[src/sv/assert_macros.svh]
// Assertion helpers used by rf_pulse_packet_decoder_core.
`ifndef ASSERT_MACROS_SVH
`define ASSERT_MACROS_SVH

// Same-cycle implication, disabled during reset.
`define ASSERT_IMP(label, clk, rst, ante, cons) \
  label: assert property (@(posedge clk) disable iff (rst) (ante) |-> (cons)) \
    else $error("assertion failed: same-cycle implication");

// Next-cycle implication, disabled during reset.
`define ASSERT_NXT(label, clk, rst, ante, cons) \
  label: assert property (@(posedge clk) disable iff (rst) (ante) |=> (cons)) \
    else $error("assertion failed: next-cycle implication");

`endif

[src/sv/rppd_pkg.sv]
`timescale 1ns / 1ps
// ----------------------------------------------------------------------------
// rppd_pkg
// Types and constants of the RF pulse packet decoder.
// ----------------------------------------------------------------------------
package rppd_pkg;

  localparam int SHIFT_BITS_DEF = 32;

  localparam int DUR_W   = 16;
  localparam int COUNT_W = 6;
  localparam int CFG_W   = 16;
  localparam int CFG_IDX_W = 3;

  // configuration register indexes
  typedef enum logic [CFG_IDX_W-1:0] {
    REG_PULSE_MID = 3'd0,
    REG_PULSE_MAX = 3'd1,
    REG_PULSE_MIN = 3'd2,
    REG_COUNT_MIN = 3'd3,
    REG_COUNT_MAX = 3'd4
  } reg_idx_t;

  localparam logic [DUR_W-1:0]   PULSE_MID_RST = 16'd1300;
  localparam logic [DUR_W-1:0]   PULSE_MAX_RST = 16'd1850;
  localparam logic [DUR_W-1:0]   PULSE_MIN_RST = 16'd650;
  localparam logic [COUNT_W-1:0] COUNT_MIN_RST = 6'd36;
  localparam logic [COUNT_W-1:0] COUNT_MAX_RST = 6'd52;
  localparam logic [COUNT_W-1:0] COUNT_SAT     = 6'd63;

  localparam logic [3:0] PREAMBLE      = 4'hE;
  localparam logic [1:0] CHECK_SEED    = 2'h3;

  localparam logic [5:0] LF_OFF  = 6'h16;
  localparam logic [5:0] LF_ON   = 6'h02;
  localparam logic [5:0] LF_UP   = 6'h00;
  localparam logic [5:0] LF_DOWN = 6'h04;

  typedef enum logic [2:0] {
    CMD_OFF   = 3'd0,
    CMD_ON    = 3'd1,
    CMD_UP    = 3'd2,
    CMD_DOWN  = 3'd3,
    CMD_LEVEL = 3'd4
  } cmd_t;

  // packet status seen by the decode stage (after the current pulse)
  typedef struct packed {
    logic timing_error;
    logic await_second_short;
    logic count_ok;
  } pkt_status_t;

  typedef struct packed {
    logic        decoded_ok;
    logic [13:0] system_unit_code;
    logic [5:0]  level_fade;
    logic [2:0]  command_code;
    logic [3:0]  dim_level;
  } result_t;

endpackage

[src/sv/rppd_pulse_if.sv]
`timescale 1ns / 1ps
// ----------------------------------------------------------------------------
// rppd_pulse_if
// Pulse channel: one pulse duration per item, with an end-of-packet mark.
// ----------------------------------------------------------------------------
interface rppd_pulse_if;
  logic        valid;
  logic        ready;
  logic [15:0] pulse_duration;
  logic        last_pulse;

  modport source (output valid, output pulse_duration, output last_pulse, input ready);
  modport sink   (input valid, input pulse_duration, input last_pulse, output ready);
endinterface

[src/sv/rppd_result_if.sv]
`timescale 1ns / 1ps
// ----------------------------------------------------------------------------
// rppd_result_if
// Result channel: one decoded packet per item.
// ----------------------------------------------------------------------------
interface rppd_result_if;
  logic        valid;
  logic        ready;
  logic        decoded_ok;
  logic [13:0] system_unit_code;
  logic [5:0]  level_fade;
  logic [2:0]  command_code;
  logic [3:0]  dim_level;

  modport source (output valid, output decoded_ok, output system_unit_code,
                  output level_fade, output command_code, output dim_level,
                  input ready);
  modport sink   (input valid, input decoded_ok, input system_unit_code,
                  input level_fade, input command_code, input dim_level,
                  output ready);
endinterface

[src/sv/rppd_decode.sv]
`timescale 1ns / 1ps
// ----------------------------------------------------------------------------
// rppd_decode
// Packet check and command classification from the shifted bit stream.
// ----------------------------------------------------------------------------
module rppd_decode
  import rppd_pkg::*;
#(
  parameter int SHIFT_BITS = SHIFT_BITS_DEF
) (
  input  logic [SHIFT_BITS-1:0] bit_shift,
  input  pkt_status_t           status,
  output result_t               result
);

  logic [13:0] sysunit;
  logic [1:0]  ck1;
  logic [5:0]  lf;
  logic [1:0]  ck2;
  logic [1:0]  fold1;
  logic [1:0]  fold2;
  logic        ok;
  cmd_t        cmd;
  logic [3:0]  lvl;

  assign sysunit = bit_shift[23:10];
  assign ck1     = bit_shift[9:8];
  assign lf      = bit_shift[7:2];
  assign ck2     = bit_shift[1:0];

  always_comb begin
    fold1 = CHECK_SEED;
    for (int i = 0; i < 7; i++) begin
      fold1 = fold1 ^ sysunit[2*i +: 2];
    end
    fold2 = CHECK_SEED;
    for (int i = 0; i < 3; i++) begin
      fold2 = fold2 ^ lf[2*i +: 2];
    end
  end

  assign ok = !status.timing_error && !status.await_second_short && status.count_ok
              && (bit_shift != '0) && (bit_shift[27:24] == PREAMBLE)
              && (ck1 == fold1) && (ck2 == fold2);

  always_comb begin
    lvl = '0;
    priority if (lf == LF_ON) begin
      cmd = CMD_ON;
    end else if (lf == LF_OFF) begin
      cmd = CMD_OFF;
    end else if (lf == LF_UP) begin
      cmd = CMD_UP;
    end else if (lf == LF_DOWN) begin
      cmd = CMD_DOWN;
    end else begin
      cmd = CMD_LEVEL;
      lvl = {lf[2], lf[3], lf[4], lf[5]};
    end
  end

  always_comb begin
    result = '0;
    if (ok) begin
      result.decoded_ok       = 1'b1;
      result.system_unit_code = sysunit;
      result.level_fade       = lf;
      result.command_code     = cmd;
      result.dim_level        = lvl;
    end
  end

endmodule

[src/sv/rf_pulse_packet_decoder_core.sv]
`timescale 1ns / 1ps
`include "assert_macros.svh"
// ----------------------------------------------------------------------------
// rf_pulse_packet_decoder_core
// Decodes pulse-width coded RF packets, one pulse per item.
// ----------------------------------------------------------------------------
// channel   direction  payload
// pulse     in         pulse_duration[15:0], last_pulse
// result    out        decoded_ok, system_unit_code[13:0], level_fade[5:0],
//                      command_code[2:0], dim_level[3:0]
// cfg       in         cfg_we, cfg_index[2:0], cfg_data[15:0]
//
// One pulse per cycle when not stalled. A last pulse puts its result in the
// output register on the accepting edge; it is visible the next cycle.
// The input stalls only while the output register holds an untaken result.
// rst (synchronous) clears packet state and restores register defaults.
// ----------------------------------------------------------------------------
module rf_pulse_packet_decoder_core
  import rppd_pkg::*;
#(
  parameter int SHIFT_BITS = SHIFT_BITS_DEF
) (
  input  logic                 clk,
  input  logic                 rst,
  input  logic                 cfg_we,
  input  logic [CFG_IDX_W-1:0] cfg_index,
  input  logic [CFG_W-1:0]     cfg_data,
  rppd_pulse_if.sink           pulse,
  rppd_result_if.source        result
);

  logic [DUR_W-1:0]   pulse_mid;
  logic [DUR_W-1:0]   pulse_max;
  logic [DUR_W-1:0]   pulse_min;
  logic [COUNT_W-1:0] count_min;
  logic [COUNT_W-1:0] count_max;

  logic [SHIFT_BITS-1:0] bit_shift, bit_shift_next;
  logic [COUNT_W-1:0]    pulse_count, pulse_count_next;
  logic                  await_second_short, await_second_short_next;
  logic                  timing_error, timing_error_next;

  logic        out_valid;
  result_t     out_data;
  result_t     decoded;
  pkt_status_t status;
  logic        in_accept;
  logic        dur_long;
  logic        dur_short_bad;

  assign pulse.ready = !out_valid || result.ready;
  assign in_accept   = pulse.valid && pulse.ready;

  // configuration
  always_ff @(posedge clk) begin
    if (rst) begin
      pulse_mid <= PULSE_MID_RST;
      pulse_max <= PULSE_MAX_RST;
      pulse_min <= PULSE_MIN_RST;
      count_min <= COUNT_MIN_RST;
      count_max <= COUNT_MAX_RST;
    end else if (cfg_we) begin
      unique case (cfg_index)
        REG_PULSE_MID: pulse_mid <= cfg_data;
        REG_PULSE_MAX: pulse_max <= cfg_data;
        REG_PULSE_MIN: pulse_min <= cfg_data;
        REG_COUNT_MIN: count_min <= cfg_data[COUNT_W-1:0];
        REG_COUNT_MAX: count_max <= cfg_data[COUNT_W-1:0];
        default: ;
      endcase
    end
  end

  assign dur_long      = pulse.pulse_duration > pulse_mid;
  assign dur_short_bad = pulse.pulse_duration < pulse_min;

  // per-pulse state update; the first pulse of a packet only counts
  always_comb begin
    bit_shift_next          = bit_shift;
    await_second_short_next = await_second_short;
    timing_error_next       = timing_error;
    if (pulse_count != '0) begin
      if (await_second_short) begin
        timing_error_next       = timing_error || dur_long || dur_short_bad;
        bit_shift_next          = {bit_shift[SHIFT_BITS-2:0], 1'b1};
        await_second_short_next = 1'b0;
      end else if (dur_long) begin
        timing_error_next = timing_error || (pulse.pulse_duration > pulse_max);
        bit_shift_next    = {bit_shift[SHIFT_BITS-2:0], 1'b0};
      end else begin
        timing_error_next       = timing_error || dur_short_bad;
        await_second_short_next = 1'b1;
      end
    end
    pulse_count_next = (pulse_count == COUNT_SAT) ? pulse_count : pulse_count + 1'b1;
  end

  assign status.timing_error       = timing_error_next;
  assign status.await_second_short = await_second_short_next;
  assign status.count_ok = (pulse_count_next >= count_min) && (pulse_count_next <= count_max);

  rppd_decode #(
    .SHIFT_BITS(SHIFT_BITS)
  ) u_decode (
    .bit_shift(bit_shift_next),
    .status   (status),
    .result   (decoded)
  );

  always_ff @(posedge clk) begin
    if (rst) begin
      bit_shift          <= '0;
      pulse_count        <= '0;
      await_second_short <= 1'b0;
      timing_error       <= 1'b0;
    end else if (in_accept) begin
      if (pulse.last_pulse) begin
        bit_shift          <= '0;
        pulse_count        <= '0;
        await_second_short <= 1'b0;
        timing_error       <= 1'b0;
      end else begin
        bit_shift          <= bit_shift_next;
        pulse_count        <= pulse_count_next;
        await_second_short <= await_second_short_next;
        timing_error       <= timing_error_next;
      end
    end
  end

  // output register
  always_ff @(posedge clk) begin
    if (rst) begin
      out_valid <= 1'b0;
    end else if (in_accept && pulse.last_pulse) begin
      out_valid <= 1'b1;
    end else if (result.ready) begin
      out_valid <= 1'b0;
    end
  end

  always_ff @(posedge clk) begin
    if (in_accept && pulse.last_pulse) begin
      out_data <= decoded;
    end
  end

  assign result.valid            = out_valid;
  assign result.decoded_ok       = out_data.decoded_ok;
  assign result.system_unit_code = out_data.system_unit_code;
  assign result.level_fade       = out_data.level_fade;
  assign result.command_code     = out_data.command_code;
  assign result.dim_level        = out_data.dim_level;

  `ASSERT_NXT(a_last_clears, clk, rst, in_accept && pulse.last_pulse, (pulse_count == '0) && !await_second_short && !timing_error && result.valid)
  `ASSERT_IMP(a_no_overwrite, clk, rst, out_valid && !result.ready, !pulse.ready)
  `ASSERT_IMP(a_fail_zero, clk, rst, out_valid && !out_data.decoded_ok, (out_data.system_unit_code == '0) && (out_data.level_fade == '0) && (out_data.command_code == CMD_OFF) && (out_data.dim_level == '0))
  `ASSERT_IMP(a_dim_only_level, clk, rst, out_valid && (out_data.dim_level != '0), out_data.command_code == CMD_LEVEL)

endmodule

[src/flat_wrapper.sv]
// flat-port wrapper written by rule: the top's interface ports become plain ports
module rf_pulse_packet_decoder_core_flat import rppd_pkg::*;
#(
  parameter int SHIFT_BITS = SHIFT_BITS_DEF
)
  (clk, rst, cfg_we, cfg_index, cfg_data, pulse_valid, pulse_pulse_duration, pulse_last_pulse, pulse_ready, result_valid, result_decoded_ok, result_system_unit_code, result_level_fade, result_command_code, result_dim_level, result_ready);
  rppd_pulse_if pulse_i ();
  rppd_result_if result_i ();
  input  logic clk;
  input  logic rst;
  input  logic cfg_we;
  input  logic [CFG_IDX_W-1:0] cfg_index;
  input  logic [CFG_W-1:0] cfg_data;
  input wire logic [$bits(pulse_i.valid)-1:0] pulse_valid;
  input wire logic [$bits(pulse_i.pulse_duration)-1:0] pulse_pulse_duration;
  input wire logic [$bits(pulse_i.last_pulse)-1:0] pulse_last_pulse;
  output wire logic [$bits(pulse_i.ready)-1:0] pulse_ready;
  output wire logic [$bits(result_i.valid)-1:0] result_valid;
  output wire logic [$bits(result_i.decoded_ok)-1:0] result_decoded_ok;
  output wire logic [$bits(result_i.system_unit_code)-1:0] result_system_unit_code;
  output wire logic [$bits(result_i.level_fade)-1:0] result_level_fade;
  output wire logic [$bits(result_i.command_code)-1:0] result_command_code;
  output wire logic [$bits(result_i.dim_level)-1:0] result_dim_level;
  input wire logic [$bits(result_i.ready)-1:0] result_ready;
  assign pulse_i.valid = pulse_valid;
  assign pulse_i.pulse_duration = pulse_pulse_duration;
  assign pulse_i.last_pulse = pulse_last_pulse;
  assign pulse_ready = pulse_i.ready;
  assign result_valid = result_i.valid;
  assign result_decoded_ok = result_i.decoded_ok;
  assign result_system_unit_code = result_i.system_unit_code;
  assign result_level_fade = result_i.level_fade;
  assign result_command_code = result_i.command_code;
  assign result_dim_level = result_i.dim_level;
  assign result_i.ready = result_ready;
  rf_pulse_packet_decoder_core #(.SHIFT_BITS(SHIFT_BITS)) u_core (.clk(clk), .rst(rst), .cfg_we(cfg_we), .cfg_index(cfg_index), .cfg_data(cfg_data), .pulse(pulse_i), .result(result_i));
endmodule
[config.mk]
export PLATFORM = sky130hd
export DESIGN_NAME = rf_pulse_packet_decoder_core_flat
export DESIGN_NICKNAME = d
export VERILOG_FILES = /design/src/sv/rppd_pkg.sv /design/src/sv/rppd_pulse_if.sv /design/src/sv/rppd_result_if.sv /design/src/sv/rppd_decode.sv /design/src/sv/rf_pulse_packet_decoder_core.sv /design/src/flat_wrapper.sv
export VERILOG_INCLUDE_DIRS = /design/src /design/src/sv
export SDC_FILE = /design/constraint.sdc
export NUM_CORES = 1
export LEC_CHECK = 0
export ABC_CLOCK_PERIOD_IN_PS = 3100
export BUFFER_PORTS_ARGS = -buffer_cell sky130_fd_sc_hd__buf_2
export CORE_MARGIN = 3
export CORE_UTILIZATION = 54
export DETAILED_ROUTE_END_ITERATION = 8
export GPL_ROUTABILITY_DRIVEN = 0
export PLACE_DENSITY = 0.83
export SYNTH_ARGS = -nofsm -noshare
export SYNTH_HDL_FRONTEND = slang
export SYNTH_SLANG_ARGS = --single-unit
[constraint.sdc]
create_clock -name clk -period 3.1 [get_ports clk]
set_input_delay 0.465 -clock clk [delete_from_list [all_inputs] [get_ports clk]]
set_output_delay 0.465 -clock clk [all_outputs]
set_load 0.01 [all_outputs]
==> flow_summary.ini <==
[min_path]
hold_class = in -> reg

[detailed_routing]
vias = 5967
wl_per_cell_um = 16.56
initialDrtViolationCount = 515
viasPerCell = 5.683
ant_nets = 0
drc_errors = 0
drt-total-wl_um = 17390
drtPass1Iterations = 5

[critical_path]
worstSetupPathType = reg -> reg
r2r_setup_slack_ns = -0.06
worstPathRequired_ns = 3.37
crit_fanout = 8
crit_path_end_kind = register
start_kind = register
cp.arrival_ns = 3.44

[synth]
yosysWarnings = 0
ys_top_cells_by_area = dfxtp_1 (28%), edfxtp_1 (12%), ha_1 (11%)
ys_types = 63
synth_top_area_cell = dfxtp_1
synthesis.nets = 872
netlist_area_um2 = 6883
synth_cells = 770
synthFlopType = dfxtp_1
synth_edf_count = 28
postSynthAreaPerCell_um2 = 8.939
ys_ff_latch = 125
netlist.area_leader.share_pct = 28.21
async_reset_ff_share_pct = 0
ys_seq_area_share_pct = 40.43

[cts]
clkSlewWorstSetupHoldPaths_ns = 0.06
clock_latency_ns = 0.43
root_buffer = clkbuf_16
h-tree-depth = 4
cts_tree = done
cts.sinks = 125
cts_hold_buf = 0
max-clock-path-buffers = 2
cts_made_buffers = 17

[grt]
grt_pass1_wl_um = 28130
grt_pass1_vias = 5762
grtUsageTotal_pct = 24.68
grt.met2_usage_pct = 41.28
grt_max_degree = 98
grt-ovfl-total = 0
gr-usage-met1_pct = 30.16
grt.busiest_layer = met2
antenna_found_initial = 0
grt_util_met3_pct = 5.745

[power]
power_density_nw_per_um2 = 482.1
power.leakage_uw = 0.003634
worst_ir_drop_vdd_mv = 0.5784

[status]
status = finished with violations
failed_checks = negative setup slack

[timing]
rsz0062_at_grt = yes
hold_viol = 0
period_minus_slack_ns = 3.162
tightest_slew_ns = 0.7832
fin_skew_ns = 0.01123
fmax_mhz = 316.2
finalSetupViolCount = 5
setup_ws_ns = -0.06242
period_share_pct = 102.0
slew_headroom_pct = 47.59
slew_viol_final = 0

[floorplanning]
die_w_um = 118.9
floorplan.initialDensity_pct = 56.36
io_pins = 71
core-area_um2 = 12210
die-area_um2 = 14140
fp.dieH_um = 118.9
num_rows = 40

[flow_run]
cap_violations = 0

[cells_and_area]
drive_gt1_share_pct = 24.83
n_antenna_cell = 0
final_common_cell = nand2_1
num-nets-final = 971
layout.cells.non_filler = 1050
syn2layout_area_growth_pct = 26.78
final_cell_mix = nand2_1 (114), dfxtp_1 (95), buf_2 (70), nor2_1 (61), a21oi_1 (61)

[placed_design]
port_buffers = 70
dpl.cell_count = 1012
pre_cts_slack_ns = -0.2213
hpwlAfterDp_um = 11080
[synth_stat cells (2+ instances only)]
| cell | number |
|---|---|
| a2111oi_0 | 2 |
| a211o_1 | 15 |
| a211oi_1 | 4 |
| a21o_1 | 7 |
| a21oi_1 | 63 |
| a22oi_1 | 32 |
| and2_1 | 2 |
| and3_1 | 6 |
| and4_1 | 3 |
| buf_2 | 5 |
| buf_4 | 3 |
| buf_6 | 2 |
| clkbuf_1 | 32 |
| dfxtp_1 | 97 |
| edfxtp_1 | 28 |
| ha_1 | 61 |
| inv_1 | 61 |
| mux2i_1 | 20 |
| nand2_1 | 115 |
| nand2b_1 | 8 |
| nand3_1 | 17 |
| nand3b_1 | 5 |
| nand4_1 | 5 |
| nor2_1 | 62 |
| nor2b_1 | 4 |
| nor3_1 | 8 |
| nor3_2 | 18 |
| nor4_1 | 6 |
| nor4b_1 | 2 |
| o21ai_0 | 20 |
| or2_2 | 2 |
| xnor2_1 | 19 |
| xnor2_2 | 2 |
| xor2_1 | 5 |
[repair_timing]
| action | 4_1_cts | 5_1_grt |
|---|---|---|
| hold endpoints to repair | 0 | 0 |
| setup buffers | 4 | 2 |
| cloned | 1 | 0 |
| endpoints found under the setup margin | 28 | 28 |
| gates resized for setup | 27 | 35 |
| pin swaps | 10 | 33 |
[cell type report]
type | instances | area (µm²)
multi-input cells | 542 | 4021
fillers | 923 | 3486
flip-flops and latches | 125 | 2788
repair buffers | 122 | 870.8
clock buffers | 20 | 436.7
inverters | 61 | 229.0
well taps | 168 | 210.2
clock inverters | 12 | 170.2
[power by group]
part / internal [µW] / total (µW) / leakage (µW) / switching (µW)
Combinational: 168 / 417 / 0.00230 / 249
Clock: 1340 / 2070 / 0.000298 / 737
Sequential: 1700 / 1720 / 0.00103 / 14.7
Total: 3210 / 4210 / 0.00363 / 1000
[metrics by stage]
stage / utilization [%] / hold slack (ns) / TNS, ns / power [µW] / instance area, µm²
floorplan: - / 0.4363 / 0 / 1975 / 6892
global placement: 63.00 / 0.4429 / -2.168 / 2120 / 7694
detailed placement: 63.00 / 0.4479 / -4.810 / 2130 / 7694
CTS: 69.78 / 0.2643 / 0 / 4206 / 8522
global route: 71.45 / 0.2881 / -2.421 / 4337 / 8726
finish: 71.45 / 0.2769 / -0.2588 / 4207 / 8726
[path summary, 6_finish.rpt]
check,endpoint,start,depth (start not counted)
min,u_core.pulse_mid[8]$_SDFFE_PP1P_,cfg_data[8],2
max,u_core.result.system_unit_code[9]$_SDFFCE_PN0P_,u_core.pulse_count[0]$_SDFFE_PP0P_,16
min reg2reg,u_core.pulse_max[12]$_SDFFE_PP0P_,u_core.pulse_max[12]$_SDFFE_PP0P_,2
max reg2reg,u_core.result.system_unit_code[9]$_SDFFCE_PN0P_,u_core.pulse_count[0]$_SDFFE_PP0P_,16
[registers in the layout, summed over array words and instances, names as in the netlist]
name	count
u_core.bit_shift	28
u_core.pulse_max	16
u_core.pulse_mid	16
u_core.result.valid	1
u_core.result.decoded_ok	1
u_core.count_max	6
u_core.timing_error	1
u_core.result.command_code	3
u_core.count_min	6
u_core.await_second_short	1
u_core.result.system_unit_code	14
u_core.result.dim_level	4
u_core.pulse_count	6
u_core.pulse_min	16
u_core.result.level_fade	6
[worst max-delay path, cell delays in order (launching register included)]
cell,delay (ns)
dfxtp_2,0.37
ha_4,0.15
and3_4,0.20
nand3_4,0.10
buf_6,0.16
nand3_2,0.05
o21a_1,0.18
ha_4,0.22
o21ai_1,0.07
nand2b_1,0.09
a21oi_2,0.17
o21ai_2,0.10
a2111oi_4,0.41
nand4b_4,0.23
buf_12,0.20
buf_12,0.14
nor3_4,0.17
[cell families (layout without fill, tap and decap cells)]
group                      count (synthesis)  after routing  synth area share [%]
DFF                                      125            125                 40.43
AOI/OAI and AO/OA                        161            161                 15.83
and+or+nand+nor                          274            274                 20.12
xor gates and xnor gates                  26             26                 3.527
adders and majority gates                 61             61                 11.09
muxes                                     20             20                 2.909
buffers and inverters                    103            215                 6.090
[routing by layer]
metal | routed length [µm] | share of wire [%] | vias up
met5 | 0 | 0 | -
met4 | 453 | 2.6 | 0
met3 | 921 | 5.3 | 44
met2 | 8647 | 50 | 192
met1 | 7367 | 42 | 2842
li1 | - | - | 2889
(Power assumes the default switching activity.)
